**src/rtl/ffa_ram.sv**
```systemverilog
// generic single-port-write, single-port-read ram with registered read
`default_nettype none

module ffa_ram #(
  parameter int unsigned WIDTH = 8,
  parameter int unsigned DEPTH = 16,
  localparam int unsigned AddrW = $clog2(DEPTH)
) (
  input  logic             clk_i,
  input  logic             we_i,
  input  logic [AddrW-1:0] waddr_i,
  input  logic [WIDTH-1:0] wdata_i,
  input  logic [AddrW-1:0] raddr_i,
  output logic [WIDTH-1:0] rdata_o
);

  logic [WIDTH-1:0] mem_q [DEPTH];

  // write port and registered read port
  always_ff @(posedge clk_i) begin
    if (we_i) begin
      mem_q[waddr_i] <= wdata_i;
    end
    rdata_o <= mem_q[raddr_i];
  end

endmodule

`default_nettype wire

```
**config.mk**
```make
export PLATFORM = sky130hd
export DESIGN_NAME = ffa_ram
export DESIGN_NICKNAME = d
export VERILOG_FILES = /design/src/rtl/ffa_ram.sv
export SDC_FILE = /design/constraint.sdc
export NUM_CORES = 1
export LEC_CHECK = 0
export ABC_AREA = 1
export BUFFER_PORTS_ARGS = -buffer_cell sky130_fd_sc_hd__buf_4
export CORE_ASPECT_RATIO = 1.25
export CORE_MARGIN = 8
export CORE_UTILIZATION = 50
export CTS_CLUSTER_SIZE = 24
export DETAILED_ROUTE_END_ITERATION = 8
export PLACE_DENSITY = 0.76
export SYNTH_ARGS = -nofsm -noshare
export SYNTH_HDL_FRONTEND = slang
export SYNTH_SLANG_ARGS = --single-unit
```
**constraint.sdc**
```tcl
create_clock -name clk_i -period 3.4 [get_ports clk_i]
set_input_delay 0.51 -clock clk_i [delete_from_list [all_inputs] [get_ports clk_i]]
set_output_delay 0.51 -clock clk_i [all_outputs]
set_load 0.02 [all_outputs]
```
==> summary.md, run 1 <==
| Metric | Value |
|---|---|
| Status | `finished, final reports clean` |
| Core area | `11500 µm²` |
| Worst slew margin | `0.293` |
| Post-route minimum period | `2.05 ns` |
| Max-cap viol count | `0` |
| Layout cells sized above 1 | `0.101` |
| Setup TNS | `0 ns` |
| Initial core utilization | `0.504` |
| Post-layout nets | `589` |
| Largest family of logic cells by synthesized area | `simple AND/OR/NAND/NOR gates` |
| Area of the multi-input gates | `1210 µm²` |
| Port buffer count | `25` |
| Post-synthesis mux area share | `0` |
| Setup CP Type | `input port to register` |
| Fill cell count | `900` |
| Flop pwr share | `0.435` |
| Synth Area in Compound Gates | `0` |
| Total track usage | `0.174` |
| Clock sink count | `136` |
| Vias in the first global route | `3784` |
| Cell Int Power | `3.50 mW` |
| Post-CTS resize count | `0` |
| Synthesized area per cell | `10.5 µm²` |
| CTS clock-pin slew for the worst setup and hold paths | `0.05 ns` |
| Slew Limit Fails | `0` |
| Die area | `15200 µm²` |
| Post-DR wirelength/cell | `17.4 µm` |
| CTS tree | `yes` |
| Sw frac | `0.193` |
| Area Growth Syn to Fin | `15.9%` |
| Antenna cells | `0` |
| Core Rows | `44` |
| Crit end category | `register` |
| Dpl hpwl | `7.83 mm` |
| CTS H-tree lvls | `4` |
| Critical Path Fanout Max | `65` |
| Post-synthesis net count | `569` |
| Die W | `112 µm` |
| Share of the yosys chip area belonging to registers | `0.694` |
| Final ANT Viol Nets | `0` |
| Synth Area in Simple Gates | `0.210` |
| First-pass GRT wire length | `19.8 mm` |
| Max Buffers Root-to-Sink | `2` |
| Die height | `136 µm` |
| Startpoint Class | `input port` |
| Flops & latches, synth | `136` |
| Power Density | `650 nW/µm²` |
| Period utilization | `0.602` |
| Lkg Pwr | `2.89 nW` |
| Syn Std Cell Area | `5770 µm²` |
| Unrepaired setup endpoints after global routing | `false` |
| Worst Skew | `0.00666 ns` |
| Unique masters post-synth | `12` |
| GRT overflow | `0` |
| Largest net degree at the start of global routing | `66` |
| Storage cell area | `4000 µm²` |
| Average via count per standard cell | `5.34` |
| Adder-cell area share of the yosys netlist | `0` |
| Worst min path class | `input port to register` |
| Hold WS | `0.425 ns` |
| Setup violators final | `0` |
| Gate power share | `0.055` |
| Detailed Route Iter0 Violations | `411` |
| Critical path arrival | `2.36 ns` |
| DRT Pass-1 Iters | `6` |
| Worst VDD drop | `0.377 mV` |
| Max Fclk | `0.488 GHz` |
| DRC | `0` |
| Routed via count | `3855` |
| I/O pin total | `26` |
| Clk pwr share | `0.510` |
| Synth Warn # | `0` |
| Xor/xnor share of the synthesized area | `0` |
| Post-CTS Setup Bufs | `0` |
| CTS root buf | `clkbuf_16` |
| Worst Tran Pin Value | `1.06 ns` |
| Antenna violations before repair | `0` |
| Mapped Cells | `551` |
| Net Switching | `840 µW` |
| Hold-fix buffers, CTS | `0` |
| Crit path required time | `3.71 ns` |
| Hold Vio Cnt, Final | `0` |
| Routed Wire Length | `12.6 mm` |
| Worst-Skew Late Latency | `0.42 ns` |
| Final RePlAce weighted congestion | `0.890` |
| TritonCTS Buffers | `17` |
-- cells in the mapped netlist (all sizes together) --
cell / count / area, µm²
nor2: 17 / 63.8
inv: 102 / 383
buf: 24 / 166
dfxtp: 8 / 160
nand3b: 2 / 15.0
nand2: 173 / 649
nand3: 97 / 485
edfxtp: 128 / 3840
-- final cells by class --
class | count | share of cell area
sequential | 136 | 0.599
clock inverter | 13 | 0.0406
clock buffer | 19 | 0.0678
tap | 138 | 0.0258
inverter | 102 | 0.0573
multi-input combinational | 289 | 0.182
timing repair buffer | 25 | 0.0281
-- cell families after synthesis --
group,Yosys count
buffers and inverters,126
flip-flops,136
AND/OR/NAND/NOR,289
-- per-stage QoR --
| step | setup WS (ns) | area, µm² | util | cells | power, mW |
|---|---|---|---|---|---|
| detailed placement | 0.986 | 5960 | 0.521 | 690 | 2.16 |
| global placement | 1.01 | 5960 | 0.521 | 690 | 2.15 |
| finish | 1.35 | 6690 | 0.584 | 722 | 4.34 |
| floorplan | 1.94 | 5770 | - | 551 | 2.06 |
| CTS | 1.39 | 6690 | 0.584 | 722 | 4.36 |
| global route | 1.22 | 6690 | 0.584 | 722 | 4.45 |
-- placed cells by master, fill, tap and decap left out --
master and count:
inv_2 2, nand3_1 97, inv_1 100, nand2_1 173
clkinv_4 1, buf_4 25, clkinvlp_4 1, nor2_1 17
clkbuf_16 17, edfxtp_1 128, clkbuf_8 2, dfxtp_1 8
bufinv_16 8, clkinv_2 3, nand3b_1 2
-- power by group through the flow --
| stage | Sequential (mW) | Combinational, mW | Clock (mW) |
|---|---|---|---|
| after global placement | 1.92 | 0.230 | 0 |
| after floorplan | 1.93 | 0.132 | 0 |
| final | 1.89 | 0.238 | 2.22 |
| after detailed placement | 1.92 | 0.236 | 0 |
| after global routing | 1.89 | 0.263 | 2.29 |
| after CTS | 1.89 | 0.239 | 2.23 |
-- registers in the layout, indices dropped and copies added, names as in the netlist --
signal	flops
mem_q	128
rdata_o	8
-- critical path, cell delays in order --
cell	delay [ns]
buf_4	0.31
inv_2	0.85
nand2_1	0.13
nand3_1	0.13
nand3_1	0.18
nand3_1	0.13
nand2_1	0.05
-- worst paths after layout --
kind / startpoint / to / slack, ns / cells past startpoint
min: wdata_i[5] / mem_q[4][5] / 0.43 / 1
max: raddr_i[0] / rdata_o[6] / 1.35 / 7
max reg2reg: mem_q[0][6] / rdata_o[6] / 2.31 / 6
min reg2reg: mem_q[11][3] / rdata_o[3] / 0.70 / 6
-- per-layer routing --
metal | vias to the layer above | global-route usage | share of wire
met5 | - | 0 | 0
met1 | 1840 | 0.195 | 0.40
met2 | 165 | 0.300 | 0.50
li1 | 1812 | - | -
met3 | 38 | 0.0400 | 0.063
met4 | 0 | 0.104 | 0.040
(Power assumes the default switching activity.)
==> run 2, diff against run 1 <==
- PLACE_DENSITY: 0.76 -> 0.79
- clock period: 3.4 -> 1.83 ns (I/O delays scaled with it)
==> summary.md, run 2 (synthesis results as in run 1) <==
| Metric | Value |
|---|---|
| Worst R2R Start | `mem_q[1][3]` |
| CTS root buf | `clkbuf_16` |
| Hold-fix buffers, CTS | `0` |
| Largest net degree at the start of global routing | `65` |
| Antenna cells | `0` |
| Core area | `11500 µm²` |
| Dpl cell area | `6160 µm²` |
| Die area | `15200 µm²` |
| Core Rows | `44` |
| DRT Pass-1 Iters | `9` |
| Total track usage | `0.179` |
| Vias in the first global route | `3943` |
| Detailed Route Iter0 Violations | `362` |
| CTS tree | `yes` |
| Crit end category | `output port` |
| Worst slew margin | `0.580` |
| First-pass GRT wire length | `20.4 mm` |
| Delay-heaviest family, CP | `flip-flops` |
| Top routing layer in use | `met4` |
| Post-CTS resize count | `0` |
| Routed via count | `3961` |
| R2r worst-path depth | `6` |
| Flop pwr share | `0.464` |
| Average via count per standard cell | `5.33` |
| Critical Path Fanout Max | `1` |
| Final ANT Viol Nets | `0` |
| Post-route minimum period | `1.23 ns` |
| Worst-Skew Late Latency | `0.42 ns` |
| Final RePlAce weighted congestion | `0.846` |
| Routed Wire Length | `12.9 mm` |
| Net Switching | `1.58 mW` |
| Cell Int Power | `5.98 mW` |
| Initial core utilization | `0.504` |
| Internal reg-to-reg setup slack | `0.76 ns` |
| Startpoint Class | `register` |
| Reg-to-reg endpoint | `rdata_o[3]` |
| Largest stage delay, worst path | `0.38 ns` |
| Port buffer count | `25` |
| Worst Tran Pin Value | `0.629 ns` |
| Die W | `112 µm` |
| Worst setup path endpoint | `rdata_o[3]` |
| Post-DR wirelength/cell | `17.3 µm` |
| Most flops, register | `mem_q` |
| Dpl hpwl | `7.87 mm` |
| Power Density | `1110 nW/µm²` |
| Max Fclk | `0.810 GHz` |
| Lkg Pwr | `2.96 nW` |
| Clock sink count | `136` |
| Clk pwr share | `0.474` |
| Wire length on met2 | `6.88 mm` |
| I/O pin total | `26` |
| Largest registers | `mem_q x128, rdata_o x8` |
| Met3 wire len | `860 µm` |
| Period utilization | `0.675` |
| Crit path required time | `1.56 ns` |
| Setup TNS | `0 ns` |
| Status | `finished, final reports clean` |
| Post-CTS Setup Bufs | `0` |
| Worst min path class | `input port to register` |
| Worst VDD drop | `0.609 mV` |
| WP buf/inv | `1` |
| Die height | `136 µm` |
| Commonest non-fill, non-tap cells in the layout | `nand2_1 (173), edfxtp_1 (128), inv_1 (100)` |
| Final instance area | `6790 µm²` |
| Crit-path cells | `buf_4` |
| Max-cap viol count | `0` |
| CTS clock-pin slew for the worst setup and hold paths | `0.06 ns` |
| Layout cells sized above 1 | `0.131` |
| Critical path origin | `rdata_o[3]` |
| Gate power share | `0.062` |
| Area Growth Syn to Fin | `17.7%` |
| TritonCTS Buffers | `17` |
| Antenna violations before repair | `0` |
| Setup violators final | `0` |
| Max FFs per register | `128` |
| Worst Skew | `0.00868 ns` |
| Unrepaired setup endpoints after global routing | `false` |
| CP max-delay cell | `dfxtp_1` |
| GRT overflow | `0` |
| CTS H-tree lvls | `4` |
| Slew Limit Fails | `0` |
| Hold Vio Cnt, Final | `0` |
| Most common cell after layout, fill and taps aside | `nand2_1` |
| DRT met1 WL | `4.69 mm` |
| DRC | `0` |
| Crit path depth | `1` |
| Max Buffers Root-to-Sink | `2` |
| Setup CP Type | `register to output port` |
| Critical path arrival | `0.96 ns` |
| Sw frac | `0.209` |
| Hold WS | `0.188 ns` |
| Post-layout nets | `610` |
-- run 2: power groups by stage --
stage | combinational, mW | clock (mW) | sequential, mW
5_1_grt | 0.516 | 3.72 | 3.51
3_5_place_dp | 0.461 | 0 | 3.57
6_report | 0.469 | 3.58 | 3.51
2_1_floorplan | 0.246 | 0 | 3.59
4_1_cts | 0.469 | 3.59 | 3.51
3_3_place_gp | 0.449 | 0 | 3.57
-- run 2: through the flow --
stage                     setup WS, ns  total power, mW  std cells   util
after CTS                        0.578             7.57        743  0.593
after detailed placement         0.444             4.03        711  0.538
after global placement           0.403             4.02        711  0.538
after floorplan                  0.605             3.83        551      -
after global routing             0.568             7.75        743  0.593
final                            0.595             7.55        743  0.593
-- run 2: worst min path at each step --
stage          depth (start not counted)       start            to  slack, ns
6_report                               1  wdata_i[2]   mem_q[7][2]       0.19
5_1_grt                                1  wdata_i[5]  mem_q[10][5]       0.19
4_1_cts                                1  wdata_i[2]  mem_q[15][2]       0.18
3_5_place_dp                           1  wdata_i[2]   mem_q[7][2]       0.61
3_3_place_gp                           1  wdata_i[2]   mem_q[6][2]       0.60
2_1_floorplan                          0  wdata_i[0]   mem_q[0][0]       0.37
-- run 2: cell type report --
| type | count | area (µm²) |
|---|---|---|
| clock buffers | 20 | 457 |
| clock inverters | 12 | 174 |
| flip-flops and latches | 136 | 4000 |
| fillers | 878 | 4660 |
| multi-input cells | 289 | 1210 |
| well taps | 138 | 173 |
| repair buffers | 46 | 383 |
| inverters | 102 | 383 |
-- run 2: metal layers --
layer / vias to the layer above / GRT usage
li1: 1853 / -
met1: 1870 / 0.190
met2: 203 / 0.322
met3: 35 / 0.0400
met4: 0 / 0.104
met5: - / 0
==> run 3, diff against run 2 <==
- ABC_AREA: 1 -> 0
- clock period: 1.83 -> 1.1 ns (I/O delays scaled with it)
==> summary.md, run 3 <==
| Metric | Value |
|---|---|
| Status | `finished with violations` |
| Violated checks | `negative setup slack` |
| Syn Std Cell Area | `5150 µm²` |
| CTS root buf | `clkbuf_16` |
| First-pass GRT wire length | `16.3 mm` |
| Commonest non-fill, non-tap cells in the layout | `edfxtp_1 (128), buf_4 (49), mux4_2 (32)` |
| Most frequent cells after synthesis | `edfxtp_1 (128), mux4_2 (18), a22oi_1 (16)` |
| Placed cells | `409` |
| Flop pwr share | `0.483` |
| Max-cap viol count | `0` |
| Routed via count | `2536` |
| Crit path depth | `3` |
| Share of the synthesized area in the top cell type | `0.747` |
| Max Fclk | `0.781 GHz` |
| Gate power share | `0.060` |
| Core area | `10100 µm²` |
| Antenna violations before repair | `0` |
| Period utilization | `1.16` |
| Largest cells by area after synthesis | `edfxtp_1 (75%), mux4_2 (7.9%), mux4_1 (7.1%)` |
| Clock sink count | `136` |
| Layout Utilization | `0.643` |
| Average via count per standard cell | `5.75` |
| Slew Limit Fails | `0` |
| Slack of the critical path | `-0.181 ns` |
| CTS H-tree lvls | `4` |
| Lkg Pwr | `2.16 nW` |
| Worst Skew | `0.00387 ns` |
| Number of enable flip-flop cells after synthesis | `128` |
| Cell Int Power | `9.69 mW` |
| Power Density | `1870 nW/µm²` |
| Final instance area | `6460 µm²` |
| Vias in the first global route | `2762` |
| R2r worst-path depth | `3` |
| Critical path arrival | `1.58 ns` |
| GRT overflow | `0` |
| Die height | `129 µm` |
| Max Buffers Root-to-Sink | `2` |
| Startpoint Class | `register` |
| CTS tree | `yes` |
| Async S/R FF share, synth | `0` |
| Post-synthesis net count | `247` |
| Hold-fix buffers, CTS | `0` |
| Largest stage delay, worst path | `0.53 ns` |
| Layout cells sized above 1 | `0.468` |
| Setup CP Type | `register to register` |
| DRC | `0` |
| Sw frac | `0.199` |
| Setup violators final | `8` |
| Critical Path Fanout Max | `1` |
| Total Power | `12.1 mW` |
| Unique masters post-synth | `19` |
| CTS clock-pin slew for the worst setup and hold paths | `0.06 ns` |
| Post-route minimum period | `1.28 ns` |
| Post-DR wirelength/cell | `23.3 µm` |
| Port buffer count | `25` |
| Antenna cells | `0` |
| Largest registers | `mem_q x128, rdata_o x8` |
| Layout Cells excl Fill | `441` |
| Initial core utilization | `0.512` |
| Net Switching | `2.41 mW` |
| Unrepaired setup endpoints after global routing | `true` |
| Detailed Route Iter0 Violations | `177` |
| Worst slew margin | `0.424` |
| Die W | `107 µm` |
| Total track usage | `0.166` |
| Hold WS | `0.0623 ns` |
| I/O pin total | `26` |
| Min-Delay Path Depth | `1` |
| Flops & latches, synth | `136` |
| CP max-delay cell | `mux4_2` |
| Synth Warn # | `0` |
| Worst-Skew Late Latency | `0.41 ns` |
| Post-layout nets | `317` |
| Worst VDD drop | `1.24 mV` |
| Top_reg_cell synth | `edfxtp_1` |
| Routed Wire Length | `10.3 mm` |
| Area leader, netlist | `edfxtp_1` |
| Most common cell in the netlist | `edfxtp_1` |
| Die area | `13800 µm²` |
| Crit path required time | `1.40 ns` |
| DRT Pass-1 Iters | `4` |
| Final ANT Viol Nets | `0` |
| Core Rows | `41` |
| Hold Vio Cnt, Final | `0` |
| Dpl cell area | `5830 µm²` |
| Dpl hpwl | `6.62 mm` |
| Crit end category | `register` |
| Worst Tran Pin Value | `0.863 ns` |
| Max FFs per register | `128` |
| Final RePlAce weighted congestion | `0.812` |
| Share of the yosys chip area belonging to registers | `0.778` |
| Most flops, register | `mem_q` |
| Synthesized area per cell | `22.5 µm²` |
| WP buf/inv | `0` |
| Delay-heaviest family, CP | `multiplexers` |
| Most common cell after layout, fill and taps aside | `edfxtp_1` |
| Mapped Cells | `229` |
| Crit-path cells | `mux4_2, a22oi_2, nand2_1` |
| Area Growth Syn to Fin | `25.6%` |
| Worst min path class | `input port to register` |
| Clk pwr share | `0.457` |
| Largest net degree at the start of global routing | `18` |
| TritonCTS Buffers | `17` |
[run 3: path summary, 6_finish.rpt]
kind / from / end / slack [ns]
setup / recovery: mem_q[3][0] / rdata_o[0] / -0.18
hold / removal: wdata_i[5] / mem_q[13][5] / 0.06
setup reg to reg: mem_q[3][0] / rdata_o[0] / -0.18
hold reg to reg: mem_q[14][3] / rdata_o[3] / 0.67
[run 3: power groups by stage]
| stage | Clock (mW) | Sequential (mW) | Combinational [mW] |
|---|---|---|---|
| floorplan | 0 | 5.97 | 0.332 |
| global placement | 0 | 5.94 | 0.678 |
| detailed placement | 0 | 5.94 | 0.701 |
| CTS | 5.59 | 5.84 | 0.730 |
| global route | 5.80 | 5.85 | 0.777 |
| finish | 5.53 | 5.84 | 0.725 |
[run 3: cell families after synthesis]
family	Yosys count	share of synthesized area
DFF	136	0.778
and+or+nand+nor	35	0.0318
muxes	32	0.150
AOI/OAI and AO/OA	16	0.0233
buffers and inverters	10	0.0168
[run 3: cell type report]
| class | count | area, µm² |
|---|---|---|
| clock buffer | 20 | 437 |
| multi-input combinational | 83 | 1110 |
| timing repair buffer | 61 | 599 |
| clock inverter | 12 | 153 |
| tap | 129 | 161 |
| sequential | 136 | 4010 |
| fill | 676 | 3590 |
[run 3: metrics by stage]
step                setup slack [ns]  TNS (ns)
CTS                           -0.188     -1.23
detailed placement            -0.480    -28.38
global placement              -0.392    -22.56
finish                        -0.181     -1.24
global route                  -0.256     -1.68
floorplan                     -0.168     -5.03
[run 3: metal layers]
metal / global-route usage / up-vias / wire, µm
met2: 0.272 / 97 / 5450
met3: 0.0457 / 22 / 584
met5: 0 / - / 0
met4: 0.105 / 0 / 346
met1: 0.188 / 1319 / 3880
li1: - / 1098 / -
[run 3: timing repair]
action,CTS,global route
gates cloned,0,0
pin swaps,4,1
setup endpoints to repair,9,9
resized for setup,10,2
setup buffers,0,0
