<file path="src/rtl/ffa_pkg.sv">
// shared types, constants and the control store of the first-fit allocator
`default_nettype none

package ffa_pkg;

  // field widths fixed by the interface
  localparam int unsigned ARENA_WORDS_DEF = 4096;
  localparam int unsigned OFS_W           = 13;
  localparam int unsigned SIZE_W          = 13;
  localparam int unsigned BYTES_W         = 16;
  localparam int unsigned STATUS_W        = 2;

  // words per header, bytes per word, smallest legal arena
  localparam int unsigned HDR_WORDS  = 2;
  localparam int unsigned WORD_BYTES = 8;
  localparam int unsigned WORD_SHIFT = $clog2(WORD_BYTES);
  localparam int unsigned WORDS_W    = BYTES_W - WORD_SHIFT + 1;
  localparam int unsigned MIN_ARENA  = 3;

  typedef enum logic [STATUS_W-1:0] {
    ST_OK        = 2'd0,
    ST_NO_SPACE  = 2'd1,
    ST_NOT_FOUND = 2'd2
  } status_e;

  // control store addresses
  typedef enum logic [3:0] {
    STEP_IDLE      = 4'd0,
    STEP_DISPATCH  = 4'd1,
    STEP_A_LOAD    = 4'd2,
    STEP_A_TEST    = 4'd3,
    STEP_A_CHECK   = 4'd4,
    STEP_A_WR_NEW  = 4'd5,
    STEP_A_LINK    = 4'd6,
    STEP_A_FAIL    = 4'd7,
    STEP_F_LOAD    = 4'd8,
    STEP_F_TEST    = 4'd9,
    STEP_F_CHECK   = 4'd10,
    STEP_F_UNLINK  = 4'd11,
    STEP_F_FAIL    = 4'd12
  } step_e;

  // branch conditions
  typedef enum logic [2:0] {
    COND_ALWAYS       = 3'd0,
    COND_START        = 3'd1,
    COND_FREE         = 3'd2,
    COND_FIT_OR_END   = 3'd3,
    COND_PLACE        = 3'd4,
    COND_MATCH_OR_END = 3'd5,
    COND_CUR_END      = 3'd6
  } cond_e;

  // datapath actions
  typedef enum logic [2:0] {
    ACT_NONE       = 3'd0,
    ACT_ACCEPT     = 3'd1,
    ACT_LOAD       = 3'd2,
    ACT_ADVANCE    = 3'd3,
    ACT_WR_NEW     = 3'd4,
    ACT_LINK_ALLOC = 3'd5,
    ACT_LINK_FREE  = 3'd6
  } act_e;

  // one control word
  typedef struct packed {
    cond_e   cond;
    step_e   jt;
    step_e   jf;
    act_e    act;
    logic    fin;
    logic    give_ofs;
    status_e status;
  } uword_t;

  // datapath conditions seen by the sequencer
  typedef struct packed {
    logic start;
    logic op_free;
    logic fit_or_end;
    logic place;
    logic match_or_end;
    logic cur_end;
  } flags_t;

  // the program: taken branch goes to jt, otherwise jf
  function automatic uword_t ucode_rom(step_e pc);
    uword_t w;
    w = '{cond: COND_ALWAYS, jt: STEP_IDLE, jf: STEP_IDLE, act: ACT_NONE,
          fin: 1'b0, give_ofs: 1'b0, status: ST_OK};
    case (pc)
      STEP_IDLE: begin
        w.cond = COND_START;
        w.jt   = STEP_DISPATCH;
        w.act  = ACT_ACCEPT;
      end
      STEP_DISPATCH: begin
        w.cond = COND_FREE;
        w.jt   = STEP_F_LOAD;
        w.jf   = STEP_A_LOAD;
      end
      // allocate: walk for the first gap that fits
      STEP_A_LOAD: begin
        w.jt  = STEP_A_TEST;
        w.act = ACT_LOAD;
      end
      STEP_A_TEST: begin
        w.cond = COND_FIT_OR_END;
        w.jt   = STEP_A_CHECK;
        w.jf   = STEP_A_LOAD;
        w.act  = ACT_ADVANCE;
      end
      STEP_A_CHECK: begin
        w.cond = COND_PLACE;
        w.jt   = STEP_A_WR_NEW;
        w.jf   = STEP_A_FAIL;
      end
      STEP_A_WR_NEW: begin
        w.jt  = STEP_A_LINK;
        w.act = ACT_WR_NEW;
      end
      STEP_A_LINK: begin
        w.act      = ACT_LINK_ALLOC;
        w.fin      = 1'b1;
        w.give_ofs = 1'b1;
        w.status   = ST_OK;
      end
      STEP_A_FAIL: begin
        w.fin    = 1'b1;
        w.status = ST_NO_SPACE;
      end
      // free: walk for the block whose data offset matches
      STEP_F_LOAD: begin
        w.jt  = STEP_F_TEST;
        w.act = ACT_LOAD;
      end
      STEP_F_TEST: begin
        w.cond = COND_MATCH_OR_END;
        w.jt   = STEP_F_CHECK;
        w.jf   = STEP_F_LOAD;
        w.act  = ACT_ADVANCE;
      end
      STEP_F_CHECK: begin
        w.cond = COND_CUR_END;
        w.jt   = STEP_F_FAIL;
        w.jf   = STEP_F_UNLINK;
      end
      STEP_F_UNLINK: begin
        w.act    = ACT_LINK_FREE;
        w.fin    = 1'b1;
        w.status = ST_OK;
      end
      STEP_F_FAIL: begin
        w.fin    = 1'b1;
        w.status = ST_NOT_FOUND;
      end
      default: begin
        w.jt = STEP_IDLE;
      end
    endcase
    return w;
  endfunction

endpackage

`default_nettype wire

</file>
<file path="src/rtl/ffa_seq.sv">
// microcode sequencer: step counter, control store and branch select
`default_nettype none

module ffa_seq (
  input  logic            clk_i,
  input  logic            rst_ni,
  input  ffa_pkg::flags_t flags_i,
  output ffa_pkg::uword_t uword_o,
  output logic            busy_o
);

  ffa_pkg::step_e pc_q, pc_d;
  logic           taken;

  assign uword_o = ffa_pkg::ucode_rom(pc_q);

  // branch condition select
  always_comb begin
    case (uword_o.cond)
      ffa_pkg::COND_ALWAYS:       taken = 1'b1;
      ffa_pkg::COND_START:        taken = flags_i.start;
      ffa_pkg::COND_FREE:         taken = flags_i.op_free;
      ffa_pkg::COND_FIT_OR_END:   taken = flags_i.fit_or_end;
      ffa_pkg::COND_PLACE:        taken = flags_i.place;
      ffa_pkg::COND_MATCH_OR_END: taken = flags_i.match_or_end;
      ffa_pkg::COND_CUR_END:      taken = flags_i.cur_end;
      default:                    taken = 1'b1;
    endcase
    pc_d = taken ? uword_o.jt : uword_o.jf;
  end

  // step counter
  always_ff @(posedge clk_i or negedge rst_ni) begin
    if (!rst_ni) begin
      pc_q <= ffa_pkg::STEP_IDLE;
    end else begin
      pc_q <= pc_d;
    end
  end

  assign busy_o = (pc_q != ffa_pkg::STEP_IDLE);

endmodule

`default_nettype wire
</file>
<file path="config.mk">
export PLATFORM = sky130hd
export DESIGN_NAME = ffa_seq
export DESIGN_NICKNAME = d
export VERILOG_FILES = /design/src/rtl/ffa_pkg.sv /design/src/rtl/ffa_seq.sv
export SDC_FILE = /design/constraint.sdc
export NUM_CORES = 1
export LEC_CHECK = 0
export BUFFER_PORTS_ARGS = -buffer_cell sky130_fd_sc_hd__buf_2
export CORE_MARGIN = 1
export CORE_UTILIZATION = 30
export CTS_CLUSTER_SIZE = 25
export DETAILED_ROUTE_END_ITERATION = 12
export PLACE_DENSITY_LB_ADDON = 0.1
export SYNTH_ARGS = -nofsm -noshare
export SYNTH_HDL_FRONTEND = slang
export SYNTH_SLANG_ARGS = --single-unit
export TNS_END_PERCENT = 50
</file>
<file path="constraint.sdc">
create_clock -name clk_i -period 2.6 [get_ports clk_i]
set_input_delay 0.26 -clock clk_i [delete_from_list [all_inputs] [get_ports clk_i]]
set_output_delay 0.26 -clock clk_i [all_outputs]
set_load 0.1 [all_outputs]
</file>
==> run metrics, run 1 <==
status finished clean; crit end category primary output; Post-Syn Instances 72; P&R area growth vs syn 38.3%; worst-path fanout max 16; Horiz. Die Dim 43.9 µm; global-route wire length before repair 2.28 mm; Fillers ~180; I/O pin total 27; FF/Latch Area 101 µm²; max_slew headroom 62.9%; HP Class primary input to async pin; YS warnings 0; Setup CP Type flip-flop to primary output; GRT Total Usage approximately 16%; Worst EP required between 2 and 2.5 ns; ANT nets after route 0; Core Footprint 1580 µm²; max_cap viols 0; Regs by FF count pc_q: 4 flops; top area cells in the synthesized netlist dfrtp_1 19%, mux2_4 8.6%, nor2_1 7.1%; final std cells w/o fill around 120; critical path arrival 2.05 ns; vias in the first global route 501; Worst-Skew Late Latency between 0.2 and 0.25 ns; count of state elements after synthesis 4; drt pass-1 iters 6; layout cells sized above 1 45.5%; placer congestion estimate 0.765; Worst Clk Skew around 0.0034 ns; WP buf/inv 3; leading cell type in the layout, fill and taps excluded buf_2; dpl cells 111; share of Yosys cell area claimed by the top area cell type approximately a fifth; sequential area share after synthesis between 10% and 20%; Max Slew Vio Count 0; Top reg by flops pc_q; Initial DRC Count 16; clock sinks 4; crit-path cells nand2b_1 > inv_1 > o21ai_0 > inv_1 > or2_1 > buf_2; CP top delay family flip-flops; fmax 0.434 GHz; critical path launch point type flip-flop; die height 43.9 µm; Slew @ Worst Pin 0.556 ns; Clk pin slew, worst setup/hold paths 0.04 ns; Die Area 1920 µm²; Routed wire per std cell 12.1 µm; fin crit period approximately 2.3 ns; RSZ-0062 raised after global routing false; CTS tree built; max incr delay on CP between 0.6 and 0.7 ns; port buffer count 26; DR DRC count 0; root buffer cell clkbuf_4; final wirelength 1.39 mm; Critical Path Most Common Cell inv_1; Hold Vio Cnt, Final 0; NumNets Final 109; Crit-path slowest cell dfrtp_1; initial core utilization 33.3%; total CTS buffers 3; Avg Cell Area, Syn 7.30 µm²; Netlist Area Pre-Place 526 µm²; Largest register FFs 4; count of cell types in the netlist 29; routed vias/inst 5.13; grt ovf 0; DP HPWL 1.09 mm; Cell Rows 14; Via Count 590; area occupied by multi-input gates 420 µm²; Tcrit/Tclk final about nine tenths; Inserted Diodes 0; Synth area leader dfrtp_1; clock tree buffer depth 2; CTS H-tree depth 1; Post-Syn Nets 80; Final Setup Violations 0; largest net degree at the start of global routing 21; commonest non-fill, non-tap cells in the layout 26 x buf_2, 10 x nor2_1, 8 x nand2_1; antenna violations before repair 0
## logic make-up after synthesis
group                  count (synthesis)  synth area share (%)
buffers and inverters                  7                  5.71
flip-flops                             4                  19.0
multiplexers                           3                  8.57
AO/OA/AOI/OAI                         20                  29.5
AND/OR/NAND/NOR                       38                  37.1
## final timing paths
check,slack (ns),to,start,cells past startpoint
max,0.29,uword_o[17],pc_q[0],6
max reg2reg,0.51,pc_q[1],pc_q[0],5
max in group asynchronous,2.11,pc_q[1],rst_ni,2
min reg2reg,0.83,pc_q[3],pc_q[2],2
min in group clk_i,0.54,pc_q[3],flags_i[2],5
min,0.36,pc_q[3],rst_ni,2
## worst reg2reg max path, stage by stage, from the launching register on
cell       delay (ns)
dfrtp_1          0.68
nand2b_1         0.26
or3b_1           0.44
a21oi_2          0.19
a2111oi_4        0.08
mux2_4           0.31
## metal layers
layer	GRT usage (%)	up-vias	share of wire (%)
met5	0	-	0
met4	4.85	0	0
met3	5.00	0	6.9
met2	23.9	24	47
met1	21.9	261	47
li1	-	305	-
## synthesized netlist by cell type (all sizes together)
master	instances
clkbuf	1
and2b	1
a21boi	1
nor2	10
nor3	3
dfrtp	4
and3	2
nor3b	1
or3b	1
nand2	8
o21ba	1
a2111oi	1
inv	2
o21ai	5
or2	1
a21o	2
a211oi	1
mux2	3
a21oi	6
o22ai	2
nand2b	5
nor2b	5
a31oi	1
buf	4
nand3	1
## through the flow
stage / cell area (µm²) / utilization, % / TNS, ns / hold slack (ns) / setup slack (ns)
floorplan: 551 / - / -1.49 / -0.0356 / -0.704
global placement: 693 / 44.0 / 0 / 0.0679 / 0.371
detailed placement: 693 / 44.0 / 0 / 0.0684 / 0.392
CTS: 726 / 46.0 / 0 / 0.354 / 0.142
global route: 727 / 46.1 / 0 / 0.380 / 0.124
finish: 727 / 46.1 / 0 / 0.359 / 0.294
## area by class of cell
type | count | share of cell area [%]
multi-input combinational | 61 | 57.8
clock buffer | 3 | 3.10
inverter | 2 | 1.03
tap | 16 | 2.75
timing repair buffer | 29 | 21.3
sequential | 4 | 13.9
## what timing repair did
item	in CTS	in global routing
hold endpoints to repair	4	0
resized for setup	0	1
hold buffers	1	0
buffers inserted	0	0
endpoints found under the setup margin	0	1
Power of run 1 is left out: the tool's default activity adds up to more than one toggle a clock period on the data nets, which glitch-free logic cannot reach.
==> run 2, diff against run 1 <==
--- a/config.mk
+++ b/config.mk
@@ -6,10 +6,10 @@
 export NUM_CORES = 1
 export LEC_CHECK = 0
 export BUFFER_PORTS_ARGS = -buffer_cell sky130_fd_sc_hd__buf_2
-export CORE_MARGIN = 1
-export CORE_UTILIZATION = 30
+export CORE_AREA = 2 2 39 41
 export CTS_CLUSTER_SIZE = 25
 export DETAILED_ROUTE_END_ITERATION = 12
+export DIE_AREA = 0 0 41 43
 export PLACE_DENSITY_LB_ADDON = 0.1
 export SYNTH_ARGS = -nofsm -noshare
 export SYNTH_HDL_FRONTEND = slang
==> run metrics, run 2 (synthesis gave the netlist of run 1 again) <==
Setup CP Type flip-flop to primary output; P&R area growth vs syn 38.1%; ANT nets after route 0; clock sinks 4; max_cap viols 0; initial core utilization between 30% and 40%; placer congestion estimate 0.782; Clk pin slew, worst setup/hold paths 0.04 ns; Worst Clk Skew approximately 0.0035 ns; die height 43 µm; NumNets Final 109; setup repair bufs after CTS 0; critical path launch point type flip-flop; CTS tree built; Core Util, Final 52.4%; Largest register FFs 4; CP top delay family flip-flops; global-route wire length before repair 2.27 mm; RSZ-0062 raised after global routing false; Core Footprint 1380 µm²; port buffer count 26; vias in the first global route 526; antenna violations before repair 0; leading cell type in the layout, fill and taps excluded buf_2; Routed wire per std cell 11.9 µm; total CTS buffers 3; GRT Total Usage between 10% and 20%; drt pass-1 iters 3; Slew @ Worst Pin 0.540 ns; Hold Vio Cnt, Final 0; root buffer cell clkbuf_4; max_slew headroom about 64%; HP Class primary input to async pin; cell area after layout 726 µm²; Hold Worst Slack 0.359 ns; CTS H-tree depth 1; Die Area 1760 µm²; Tcrit/Tclk final 86.4%; Via Count 573; Placement Cell Area 693 µm²; clock tree buffer depth 2; DR DRC count 0; crit-path cells nand2b_1 > inv_1 > o21ai_0 > inv_1 > or2_1 > buf_2; commonest non-fill, non-tap cells in the layout 26 x buf_2, 10 x nor2_1, 8 x nand2_1; worst-path fanout max 16; Max Slew Vio Count 0; fmax approximately 0.45 GHz; routed vias/inst 4.98; largest net degree at the start of global routing 17; DP HPWL approximately 1.1 mm; Horiz. Die Dim 41 µm; fin crit period 2.25 ns; Top reg by flops pc_q; WP buf/inv 3; layout cells sized above 1 44.4%; final wirelength 1.37 mm; Inserted Diodes 0; grt ovf 0; status finished clean; Regs by FF count pc_q: 4 flops; Final Setup Violations 0; I/O pin total 27; crit end category primary output; Initial DRC Count 7; Cell Rows 14; Worst-Skew Late Latency approximately 0.23 ns; critical path arrival 1.99 ns; Worst EP required 2.34 ns; max incr delay on CP 0.55 ns; setup TNS 0 ns; Critical Path Most Common Cell inv_1; Crit-path slowest cell dfrtp_1
run 2: cell types whose count changed in the layout (fill, tap and decap cells not counted):
cell     change
dfrtp_1      +1
dfrtp_2      -1
run 2: layout make-up:
| type | instances | area (µm²) |
|---|---|---|
| well taps | 16 | 20.0 |
| fillers | 155 | 658 |
| clock buffers | 3 | 22.5 |
| inverters | 2 | 7.51 |
| flip-flops and latches | 4 | 100 |
| repair buffers | 29 | 155 |
| multi-input cells | 61 | 420 |
run 2: metal layers:
| layer | routed length (µm) | GRT usage [%] |
|---|---|---|
| met5 | 0 | 0 |
| met1 | 661 | 24.4 |
| met2 | 649 | 29.7 |
| met3 | 58 | 4.71 |
| met4 | 0 | 4.00 |
run 2: through the flow:
step	std cells	setup slack, ns
after global placement	111	0.549
after CTS	115	0.322
final	115	0.354
after global routing	115	0.193
after floorplan	72	-0.704
after detailed placement	111	0.539
run 2: final timing paths:
check                           depth (start not counted)  slack (ns)          end        from
worst min register to register                          4        0.91      pc_q[3]     pc_q[3]
worst min-delay path                                    2        0.36      pc_q[3]      rst_ni
worst max register to register                          5        0.55      pc_q[0]     pc_q[0]
min in group clk_i                                      5        0.52      pc_q[3]  flags_i[2]
max in group asynchronous                               2        2.12      pc_q[0]      rst_ni
worst max-delay path                                    6        0.35  uword_o[17]     pc_q[0]
run 2: worst reg2reg max path, cell delays in order (launching register included):
cell and delay [ns]:
dfrtp_1 0.66, nor2b_2 0.18, o22ai_2 0.18, a21oi_2 0.06, a2111oi_4 0.50, mux2_4 0.34
run 2: repair_timing:
action,CTS,global route
resized for setup,0,0
hold buffers,1,0
setup endpoints to repair,0,0
endpoints found under the hold margin,4,0
Power of run 2 is left out for the same reason.
==> run 3, diff against run 2 <==
--- a/config.mk
+++ b/config.mk
@@ -5,6 +5,7 @@
 export SDC_FILE = /design/constraint.sdc
 export NUM_CORES = 1
 export LEC_CHECK = 0
+export ABC_AREA = 1
 export BUFFER_PORTS_ARGS = -buffer_cell sky130_fd_sc_hd__buf_2
 export CORE_AREA = 2 2 39 41
 export CTS_CLUSTER_SIZE = 25
==> run metrics, run 3 <==
status finished clean; antenna violations before repair 0; placer congestion estimate 0.768; Most Used Layer, Global Route met2; total CTS buffers 3; synth cell count leaders 30 x nand2_1, 13 x nand3_1, 8 x inv_2, 8 x nor2_1, 4 x dfrtp_1; cell area after layout 644 µm²; count leader, synth nand2_1; CTS tree built; port buffer count 26; critical path launch point type flip-flop; YS warnings 0; grt met1 use 24.7%; die height 43 µm; root buffer cell clkbuf_4; share of synthesized flip-flops with an asynchronous set or reset 100%; share of Yosys cell area claimed by the top area cell type 24.5%; leading cell type in the layout, fill and taps excluded nand2_1; clock sinks 4; Worst EP required 2.34 ns; PnR worst setup slack roughly 0.5 ns; global-route wire length before repair 2.21 mm; DP HPWL 1.16 mm; Core Footprint approximately 1400 µm²; fmax 0.477 GHz; Horiz. Die Dim 41 µm; number of synthesized flops with an enable pin 0; Worst Clk Skew roughly 0.0014 ns; top area cells in the synthesized netlist nand2_1 25%, dfrtp_1 22%, nand3_1 14%; initial core utilization roughly 33%; Placement Setup Slack 0.740 ns; max_cap viols 0; Die Area 1760 µm²; Regs by FF count pc_q: 4 flops; Max Slew Vio Count 0; Hold Vio Cnt, Final 0; Placement Cell Area 612 µm²; max_slew headroom between 60% and 70%; vias in the first global route 525; worst-path fanout max 7; Clk pin slew, worst setup/hold paths 0.04 ns; grt ovf 0; Worst-Skew Late Latency 0.23 ns; Tcrit/Tclk final roughly four fifths; Post-Syn Nets between 80 and 90; critical path arrival 1.84 ns; Inserted Diodes 0; sequential area share after synthesis ~22%; HP Class primary input to async pin; setup TNS 0 ns; largest net degree at the start of global routing 8; drt pass-1 iters 4; Largest register FFs 4; routed vias/inst approximately 4.8; M3 GR Usage ~2.1%; Top reg by flops pc_q; DR DRC count 0; Avg Cell Area, Syn around 5.7 µm²; Via Count 608; commonest non-fill, non-tap cells in the layout 29 x nand2_1, 26 x buf_2, 13 x nand3_1; setup repair bufs after CTS 0; CTS H-tree depth 1; Setup CP Type flip-flop to primary output; Initial DRC Count 22; Netlist Area Pre-Place approximately 460 µm²; final wirelength 1.36 mm; crit end category primary output; count of state elements after synthesis 4; Synth area leader nand2_1; GRT Total Usage 18.3%; count of cell types in the netlist 16; Cell Rows 14; Routed wire per std cell 10.7 µm; layout cells sized above 1 41.4%; clock tree buffer depth 2; Slew @ Worst Pin 0.488 ns; RSZ-0062 raised after global routing false; I/O pin total 27; NumNets Final 121; fin crit period 2.10 ns; Fillers 164; Post-Syn Instances 81; prevailing post-synth register cell dfrtp_1; ANT nets after route 0; P&R area growth vs syn 40.3%; M2 GR Usage 27.2%; Final Setup Violations 0
-- run 3: area by class of cell --
class                           instances  area (µm²)  area share [%]
Sequential cell                         4         100            15.5
Multi-Input combinational cell         66         320            49.7
Inverter                               11        41.3            6.41
Tap cell                               16        20.0            3.11
Timing Repair Buffer                   27         140            21.7
Clock buffer                            3        22.5            3.50
-- run 3: cell families (layout without fill, tap and decap cells) --
group	after synthesis	count (layout)	synth area share (%)
buffers and inverters	11	41	8.99
DFF	4	4	21.8
AOI/OAI and AO/OA	6	6	7.90
and+or+nand+nor	60	60	61.3
-- run 3: what timing repair did --
item                      in CTS  in global routing
hold endpoints to repair       4                  0
gates resized for setup        0                  0
hold buffers                   1                  0
-- run 3: worst paths after layout --
| check | end | cells past startpoint | start | slack (ns) |
|---|---|---|---|---|
| worst max-delay path | uword_o[4] | 7 | pc_q[3] | 0.50 |
| worst min-delay path | pc_q[3] | 2 | rst_ni | 0.37 |
| worst max register to register | pc_q[1] | 6 | pc_q[0] | 1.20 |
| worst min register to register | pc_q[0] | 3 | pc_q[0] | 0.74 |
| max in group asynchronous | pc_q[2] | 2 | rst_ni | 2.12 |
| min in group clk_i | pc_q[3] | 6 | flags_i[4] | 0.50 |
-- run 3: worst max-delay path, stage by stage (launching register included) --
cell	delay, ns
dfrtp_1	0.43
nor2_2	0.29
inv_2	0.10
nor2_1	0.15
a21oi_1	0.07
nand2_2	0.06
or2_1	0.09
buf_2	0.41
-- run 3: metal layers --
layer / vias up / part of all wire [%]
met5: - / 0
met4: 0 / 0.96
met3: 2 / 7.7
met2: 28 / 47
met1: 258 / 44
li1: 320 / -
-- run 3: per-stage QoR --
stage | utilization (%) | std cells | hold WS, ns
final | 46.6 | 127 | 0.365
after CTS | 46.6 | 127 | 0.360
after floorplan | - | 81 | -0.0356
after global routing | 46.6 | 127 | 0.388
after detailed placement | 44.2 | 123 | 0.0716
after global placement | 44.2 | 123 | 0.0657
Power of run 3 is left out for the same reason.
